<file path="config.mk">
export PLATFORM = sky130hd
export DESIGN_NAME = integer_array_sorter
export DESIGN_NICKNAME = d
export VERILOG_FILES = /design/src/rtl/core/isrt_pkg.sv /design/src/rtl/core/isrt_dp.sv /design/src/rtl/core/isrt_ctrl.sv /design/src/rtl/core/integer_array_sorter.sv
export SDC_FILE = /design/constraint.sdc
export NUM_CORES = 2
export LEC_CHECK = 0
export BUFFER_PORTS_ARGS = -buffer_cell sky130_fd_sc_hd__buf_2
export CELL_PAD_IN_SITES_DETAIL_PLACEMENT = 1
export CELL_PAD_IN_SITES_GLOBAL_PLACEMENT = 1
export CORE_ASPECT_RATIO = 0.7
export CORE_MARGIN = 2
export CORE_UTILIZATION = 52
export CTS_CLUSTER_DIAMETER = 50
export DETAILED_ROUTE_END_ITERATION = 8
export PLACE_DENSITY = 0.85
export SYNTH_ARGS = -nofsm -noshare
export SYNTH_HDL_FRONTEND = slang
export SYNTH_SLANG_ARGS = --single-unit
</file>
<file path="constraint.sdc">
create_clock -name aclk -period 7.3 [get_ports aclk]
set_input_delay 2.19 -clock aclk [delete_from_list [all_inputs] [get_ports aclk]]
set_output_delay 2.19 -clock aclk [all_outputs]
set_load 0.005 [all_outputs]
</file>
<file path="src/rtl/core/isrt_pkg.sv">
package isrt_pkg;

    localparam int DEPTH   = 32;
    localparam int DATA_W  = 32;
    localparam int CNT_W   = $clog2(DEPTH + 1);
    localparam int IDX_W   = $clog2(DEPTH);

    typedef enum logic [1:0] {
        ST_LOAD,
        ST_SORT,
        ST_EMIT
    } isrt_state_t;

    typedef struct packed {
        logic load;
        logic sort_start;
        logic sort_step;
        logic emit_load;
        logic out_taken;
        logic clear;
    } isrt_cmd_t;

    typedef struct packed {
        logic sort_done;
        logic emit_done;
        logic out_valid;
        logic out_last;
    } isrt_sts_t;

endpackage

</file>
<file path="src/rtl/core/isrt_dp.sv">
module isrt_dp (
    input  logic                                   aclk,
    input  logic                                   aresetn,
    input  isrt_pkg::isrt_cmd_t                    cmd,
    output isrt_pkg::isrt_sts_t                    sts,
    input  logic signed [isrt_pkg::DATA_W-1:0]     in_value,
    output logic signed [isrt_pkg::DATA_W-1:0]     out_value,
    output logic                                   out_last,
    output logic                                   out_dropped
);

    logic signed [isrt_pkg::DATA_W-1:0] buf_reg  [isrt_pkg::DEPTH];
    logic signed [isrt_pkg::DATA_W-1:0] buf_next [isrt_pkg::DEPTH];

    logic [isrt_pkg::CNT_W-1:0] count_reg;
    logic [isrt_pkg::CNT_W-1:0] pass_reg;
    logic [isrt_pkg::CNT_W-1:0] emit_idx_reg;
    logic                       overflow_reg;
    logic                       phase_reg;
    logic                       out_valid_reg;
    logic signed [isrt_pkg::DATA_W-1:0] out_data_reg;
    logic                       out_last_reg;
    logic                       out_dropped_reg;

    logic full;

    assign full = (count_reg == isrt_pkg::CNT_W'(isrt_pkg::DEPTH));

    // one odd-even transposition round over the occupied entries
    always_comb begin
        for (int i = 0; i < isrt_pkg::DEPTH; i++) begin
            buf_next[i] = buf_reg[i];
        end
        for (int i = 0; i < isrt_pkg::DEPTH - 1; i++) begin
            if ((1'(i) == phase_reg) && (isrt_pkg::CNT_W'(i + 1) < count_reg)
                    && (buf_reg[i] > buf_reg[i + 1])) begin
                buf_next[i]     = buf_reg[i + 1];
                buf_next[i + 1] = buf_reg[i];
            end
        end
    end

    always_ff @(posedge aclk) begin
        if (cmd.sort_step) begin
            for (int i = 0; i < isrt_pkg::DEPTH; i++) begin
                buf_reg[i] <= buf_next[i];
            end
        end else if (cmd.load && !full) begin
            buf_reg[count_reg[isrt_pkg::IDX_W-1:0]] <= in_value;
        end
    end

    always_ff @(posedge aclk) begin
        if (!aresetn) begin
            count_reg     <= '0;
            overflow_reg  <= 1'b0;
            pass_reg      <= '0;
            phase_reg     <= 1'b0;
            emit_idx_reg  <= '0;
            out_valid_reg <= 1'b0;
        end else begin
            if (cmd.clear) begin
                count_reg    <= '0;
                overflow_reg <= 1'b0;
                emit_idx_reg <= '0;
            end else if (cmd.load) begin
                if (full) begin
                    overflow_reg <= 1'b1;
                end else begin
                    count_reg <= count_reg + 1'b1;
                end
            end
            if (cmd.sort_start) begin
                pass_reg  <= '0;
                phase_reg <= 1'b0;
            end else if (cmd.sort_step) begin
                pass_reg  <= pass_reg + 1'b1;
                phase_reg <= ~phase_reg;
            end
            if (cmd.emit_load) begin
                emit_idx_reg  <= emit_idx_reg + 1'b1;
                out_valid_reg <= 1'b1;
            end else if (cmd.out_taken) begin
                out_valid_reg <= 1'b0;
            end
        end
    end

    always_ff @(posedge aclk) begin
        if (cmd.emit_load) begin
            out_data_reg    <= buf_reg[emit_idx_reg[isrt_pkg::IDX_W-1:0]];
            out_last_reg    <= ((emit_idx_reg + 1'b1) == count_reg);
            out_dropped_reg <= overflow_reg;
        end
    end

    assign sts.sort_done = (pass_reg == count_reg);
    assign sts.emit_done = (emit_idx_reg == count_reg);
    assign sts.out_valid = out_valid_reg;
    assign sts.out_last  = out_last_reg;

    assign out_value   = out_data_reg;
    assign out_last    = out_last_reg;
    assign out_dropped = out_dropped_reg;

endmodule

</file>
<file path="src/rtl/core/isrt_ctrl.sv">
module isrt_ctrl (
    input  logic                    aclk,
    input  logic                    aresetn,
    input  logic                    in_valid,
    input  logic                    in_last,
    output logic                    in_ready,
    input  logic                    out_ready,
    input  isrt_pkg::isrt_sts_t     sts,
    output isrt_pkg::isrt_cmd_t     cmd
);

    isrt_pkg::isrt_state_t state_reg;
    isrt_pkg::isrt_state_t state_next;

    logic in_fire;
    logic out_fire;

    assign in_fire  = (state_reg == isrt_pkg::ST_LOAD) && in_valid;
    assign out_fire = sts.out_valid && out_ready;

    always_ff @(posedge aclk) begin
        if (!aresetn) begin
            state_reg <= isrt_pkg::ST_LOAD;
        end else begin
            state_reg <= state_next;
        end
    end

    always_comb begin
        state_next = state_reg;
        unique case (state_reg)
            isrt_pkg::ST_LOAD: begin
                if (in_fire && in_last) begin
                    state_next = isrt_pkg::ST_SORT;
                end
            end
            isrt_pkg::ST_SORT: begin
                if (sts.sort_done) begin
                    state_next = isrt_pkg::ST_EMIT;
                end
            end
            isrt_pkg::ST_EMIT: begin
                if (out_fire && sts.out_last) begin
                    state_next = isrt_pkg::ST_LOAD;
                end
            end
            default: begin
                state_next = isrt_pkg::ST_LOAD;
            end
        endcase
    end

    always_comb begin
        in_ready       = 1'b0;
        cmd            = '0;
        cmd.out_taken  = out_fire;
        unique case (state_reg)
            isrt_pkg::ST_LOAD: begin
                in_ready       = 1'b1;
                cmd.load       = in_valid;
                cmd.sort_start = in_fire && in_last;
            end
            isrt_pkg::ST_SORT: begin
                cmd.sort_step = !sts.sort_done;
            end
            isrt_pkg::ST_EMIT: begin
                cmd.emit_load = !sts.emit_done && (!sts.out_valid || out_ready);
                cmd.clear     = out_fire && sts.out_last;
            end
            default: begin
                in_ready = 1'b0;
            end
        endcase
    end

endmodule

</file>
<file path="src/rtl/core/integer_array_sorter.sv">
// Channel  | Ports                        | Contents (lowest bit first)
// ---------+------------------------------+---------------------------------------
// input    | s_tvalid s_tready s_tdata    | tdata: value[31:0]; tlast: last
//          | s_tlast                      |
// output   | m_tvalid m_tready m_tdata    | tdata: sorted_value[31:0];
//          | m_tlast m_tuser              | tlast: end_of_set; tuser: dropped
//
// A set of n stored values is loaded as the values are accepted, sorted by n rounds
// (one odd-even transposition round per cycle over the buffer registers), and then
// sent out in ascending order through the output register.
// Reset is synchronous and active low; it empties the buffer count and the flag.
// Input is accepted only while loading; output stalls hold the output register.
module integer_array_sorter (
    input  logic        aclk,
    input  logic        aresetn,
    input  logic        s_tvalid,
    output logic        s_tready,
    input  logic [31:0] s_tdata,   // value[31:0]
    input  logic        s_tlast,
    output logic        m_tvalid,
    input  logic        m_tready,
    output logic [31:0] m_tdata,   // sorted_value[31:0]
    output logic        m_tlast,
    output logic [0:0]  m_tuser    // dropped
);

    isrt_pkg::isrt_cmd_t cmd;
    isrt_pkg::isrt_sts_t sts;

    logic signed [isrt_pkg::DATA_W-1:0] out_value;
    logic                               out_dropped;

    isrt_ctrl u_ctrl (
        .aclk      (aclk),
        .aresetn   (aresetn),
        .in_valid  (s_tvalid),
        .in_last   (s_tlast),
        .in_ready  (s_tready),
        .out_ready (m_tready),
        .sts       (sts),
        .cmd       (cmd)
    );

    isrt_dp u_dp (
        .aclk        (aclk),
        .aresetn     (aresetn),
        .cmd         (cmd),
        .sts         (sts),
        .in_value    (s_tdata),
        .out_value   (out_value),
        .out_last    (m_tlast),
        .out_dropped (out_dropped)
    );

    assign m_tvalid   = sts.out_valid;
    assign m_tdata    = out_value;
    assign m_tuser[0] = out_dropped;

endmodule
</file>
# == Word level (Yosys, flattened, before mapping) ==
# Memories as Yosys holds them, arrays and structs flattened. A register that Yosys moved wholly into a read port is not among the register bits.
# Cells that the tools add are included.
# word_totals
reg_bits,25
latch_bits,0
ram_bits,1024
mem_bits_ro,0
inputBits,37
out_inout_bits,36
elab_cells,221
n_memories,1
# mem_list
memory,depth,word_bits,rd,rd_ports_with_merged_regs,wr,line,source
u_dp.buf_reg,32,32,33,1,32,isrt_dp.sv:12,logic signed [isrt_pkg::DATA_W-1:0] buf_reg [isrt_pkg::DEPTH];
# op_classes
add_sub_neg,3
n_mul,0
div_mod_pow,0
order_cmp,62
eq_ne,9
shift,0
n_mux,52
bitwise_logic,3
n_reduce_logical,82
# ops
op,n
$mux W64,31
$gt A32 B32 Y1,31
$lt A5 B6 Y1 const A,16
$logic_and A1 B1 Y1,68
$lt A4 B6 Y1 const A,8
$mux W32,1
$reduce_or A32 Y1,1
$lt A3 B6 Y1 const A,4
$add A6 B1 Y6 const B,3
$eq A6 B6 Y1,3
$lt A2 B6 Y1 const A,2
$mux W1,12
$mux W6,2
$mux W2,4
$eq A6 B6 Y1 const B,1
$lt A1 B6 Y1 const A,1
$pmux W2 S3,1
$mux W5,1
$logic_not A1 Y1,4
$ne A2 B1 Y1 const B,2
$reduce_and A2 Y1,2
$reduce_bool A2 Y1,2
$reduce_or A2 Y1,2
$not A1 Y1,3
other kinds (6),6

# == Logic depth before layout (Yosys ltp) ==
# logic_depth
word_depth,34
depth_mapped,14
depth_no_buf,9

# == Hierarchy ==
# A second synthesis with hierarchy kept.
# unflattened
hier_cells,8760
hier_area_um2,86297.8
# modules_own_cells
mod,instances,cells_per_inst,area_each_um2,seq_area_each_um2
isrt_dp,1,8740,86148.9,32190.9
isrt_ctrl,1,20,148.9,40.0

# == Least setup slack after synthesis ==
# Ideal clock, no wire load.
# synth_timing
path_type,input-to-reg
from,input s_tvalid
to,"memory u_dp.buf_reg[30][0] in the netlist's numbering, enable pin"
setup_time_ps,441
arrival_time_ps,5345
t_required_ps,6859
path_slack_ps,1515
cell_stages,8
path_buffers,2
path_cell_list,nor3b_2 o31a_1 buf_2 nand2_1 nor2_1 clkbuf_1 nor2_1 a31oi_1
# synth_lines
element,line,source
"start, declared",integer_array_sorter.sv:16,"input logic s_tvalid,"
"end, declared",isrt_dp.sv:12,

==> flow_summary.toml <==
[cts]
cts_resized = 0
clk_latency_ns = 0.83
path_clk_slew_ns = 0.06
numCtsBuffers = 143
cts_tree = "built"
max-clock-path-buffers = 3
root_buffer = "clkbuf_16"
cts_setup_buffers = 0
clock-sinks = 1081
htree_levels = 4
cts_hold_repair.buffers = 0

[detailed_routing]
routed-via-count = 82000
antenna_left = 0
via_per_inst = 7.57
firstDrtPassIters = 9
drt-initial-drc-count = 13800
drcViolationCount = 0
drt-total-wl_um = 358000
wire_per_inst_um = 33.0

[layout]
layout_commonest_cell = "edfxtp_1"
fin_util_pct = 56.4
final_area_sq_mm = 0.0947
fin_nets = 9501
layout-drive-gt1-share_pct = 12.6
largest_reg_flops = 1024
instances_no_fill = 10800
layout_common_cells = "1058 x edfxtp_1, 1028 x inv_1, 998 x ha_1, 649 x nand2_1, 620 x a21oi_1"
synthToLayoutAreaGrowth_pct = 8.06

[worst_setup_path]
critPathKind = "flip-flop to flip-flop"
reg2reg_depth = 11
worstPathMaxFanout = 33
worst_setup_path_start_kind = "flip-flop"
crit_chain = "inv_1 -> ha_1 -> nand4_1 -> nor4_1 -> nand4_1 -> nor3_1 -> o31ai_1 -> a21oi_2 -> buf_4 -> a211o_1 -> buf_4"
cp_top_family = "simple AND/OR/NAND/NOR gates"
ff2ff_setup_slack_ns = 1.39
crit_slowest_cell = "nor4_1"
crit_path_end_kind = "flip-flop"
cp.depth = 11
slowest_delay_ns = 0.94
timing.rr.start = "u_dp.buf_reg[27][31]$_DFFE_PP_"
worstPathRequired_ns = 7.79
cp.buffers_inverters = 3
arrival_ns = 6.40
r2r-end = "u_dp.buf_reg[27][2]$_DFFE_PP_"

[floorplanning]
io_pins = 73
core_area_sq_mm = 0.168
start_util_pct = 52.2
die_h_um = 348
die_w_um = 495
rows = 126
die_area_sq_mm = 0.172

[min_path]
min_to = "u_dp.pass_reg[1]$_SDFFE_PP0P_"
hp-start = "u_dp.pass_reg[1]$_SDFFE_PP0P_"
holdPathStages = 2
hold_class = "flip-flop to flip-flop"

[synth]
async_flop_share_pct = 0
syn_avg_cell_area_sq_um = 10.0
synth_area_sq_mm = 0.0877
synth-seq-area-share_pct = 36.8
ys_types = 87
ys.flop_type = "edfxtp_1"
syn_nets = 9803
yosys_warnings = 0
synth-edff-count = 1058
postSynthCellCount = 8768
ys_ff_latch = 1081

[global_route]
overflow = 0
grtUsageTotal_pct = 40.7
first_global_vias = 81200
grt_max_degree = 132
antenna_found_initial = 17
grt_pass1_wl_um = 533000

[timing]
rsz0062_at_grt = "false"
hold_violations = 0
relSlewSlack_pct = -3.75
setup_viol = 0
fin_crit_ns = 5.91
fin_skew_ns = 0.0373
worst_pin_slew_ns = 1.54
slew_viol_final = 4
finalCritPeriodShare_pct = 81.0
max_freq_ghz = 0.169
fin_setup_tns_ns = 0
fin_ws_ns = 1.39

[placed_design]
place_hpwl_um = 265000
gp_congestion = 0.938
pre_cts_ws_ns = 1.06
port_buffers = 72
dpl.cell_count = 10600
post_dp_cell_area_sq_mm = 0.0900

[power_and_ir_drop]
p_per_area_mw_per_mm2 = 161
peakVddDrop_uv = 278
leakagePower_nw = 38.5

[job]
maxCapViolCount = 1

[outcome]
status = "finished, violations left"
violations = "max-capacitance violations, max-slew violations"
==> cell usage after synthesis, types with 57 or more instances <==
| library cell | n | area share, % |
|---|---|---|
| edfxtp_1 | 1058 | 36 |
| inv_1 | 1029 | 4.4 |
| ha_1 | 998 | 14 |
| nand2_1 | 658 | 2.8 |
| a21oi_1 | 626 | 3.6 |
| clkbuf_1 | 505 | 2.2 |
| a221o_1 | 366 | 4.2 |
| nand4_1 | 360 | 2.6 |
| nor2_1 | 351 | 1.5 |
| mux4_2 | 320 | 8.2 |
| and3_1 | 232 | 1.7 |
| nand3_1 | 219 | 1.3 |
| o31ai_1 | 209 | 1.8 |
| o21ai_0 | 166 | 0.95 |
| o211ai_1 | 148 | 1.3 |
| a31o_2 | 134 | 1.3 |
| a22oi_1 | 131 | 1.1 |
| nor3_1 | 127 | 0.73 |
| buf_2 | 102 | 0.58 |
| a32oi_1 | 96 | 0.96 |
| a31oi_1 | 87 | 0.62 |
| a21o_1 | 69 | 0.59 |
| mux2_2 | 64 | 0.82 |
| buf_1 | 63 | 0.27 |
| and4_1 | 57 | 0.57 |
==> area by class of cell <==
class                           count  area [sq um]
Antenna cell                       10          25.0
Clock buffer                      160          3680
Clock inverter                    106          1020
Fill cell                       18200         73300
Inverter                         1030          3870
Multi-Input combinational cell   5974         49400
Sequential cell                  1081         32200
Tap cell                         2240          2800
Timing Repair Buffer              236          1650
==> kinds of logic after synthesis <==
group	synth area share, %
AND/OR/NAND/NOR	12.8
XOR/XNOR	0.210
multiplexers	9.06
buffers and inverters	7.58
AO/OA/AOI/OAI	19.3
flip-flops	36.8
adder cells (fa/ha/maj)	14.2
==> tightest hold or removal path, delay by kind of cell, from the launching register on <==
family / cells / cell delay [ns]
flip-flops: 1 / 0.34
AND/OR/NAND/NOR: 1 / 0.07
AO/OA/AOI/OAI: 1 / 0.06
==> routing by layer <==
| metal | global-route usage (%) | up-vias | share of wire, % |
|---|---|---|---|
| met5 | 0 | - | 0.054 |
| met4 | 16.2 | 14 | 4.3 |
| met3 | 13.5 | 905 | 16 |
| met2 | 55.0 | 6675 | 40 |
| met1 | 59.3 | 41000 | 40 |
| li1 | - | 33400 | - |
==> worst max-delay path by stage <==
stage	startpoint	endpoint	slack [ns]
finish	u_dp.buf_reg[27][31]$_DFFE_PP_	u_dp.buf_reg[27][2]$_DFFE_PP_	1.39
global route	u_dp.buf_reg[27][31]$_DFFE_PP_	u_dp.buf_reg[27][1]$_DFFE_PP_	1.31
CTS	u_dp.buf_reg[27][31]$_DFFE_PP_	u_dp.buf_reg[27][2]$_DFFE_PP_	1.77
detailed placement	s_tvalid	u_dp.buf_reg[26][14]$_DFFE_PP_	1.06
global placement	s_tvalid	u_dp.buf_reg[26][9]$_DFFE_PP_	1.29
floorplan	s_tvalid	u_dp.buf_reg[30][0]$_DFFE_PP_	1.51
==> where the power goes <==
group          switching [mW]  internal [mW]
sequential             0.0716           6.81
clock                    3.21           4.17
combinational           0.641          0.306
==> stage by stage <==
| step | hold slack, ns | total power, mW |
|---|---|---|
| floorplan | 0.409 | 7.52 |
| CTS | 0.517 | 15.1 |
| detailed placement | 0.505 | 7.91 |
| global route | 0.541 | 15.4 |
| global placement | 0.486 | 7.87 |
| finish | 0.520 | 15.2 |
Note: power is estimated with default switching activity, not from simulation.
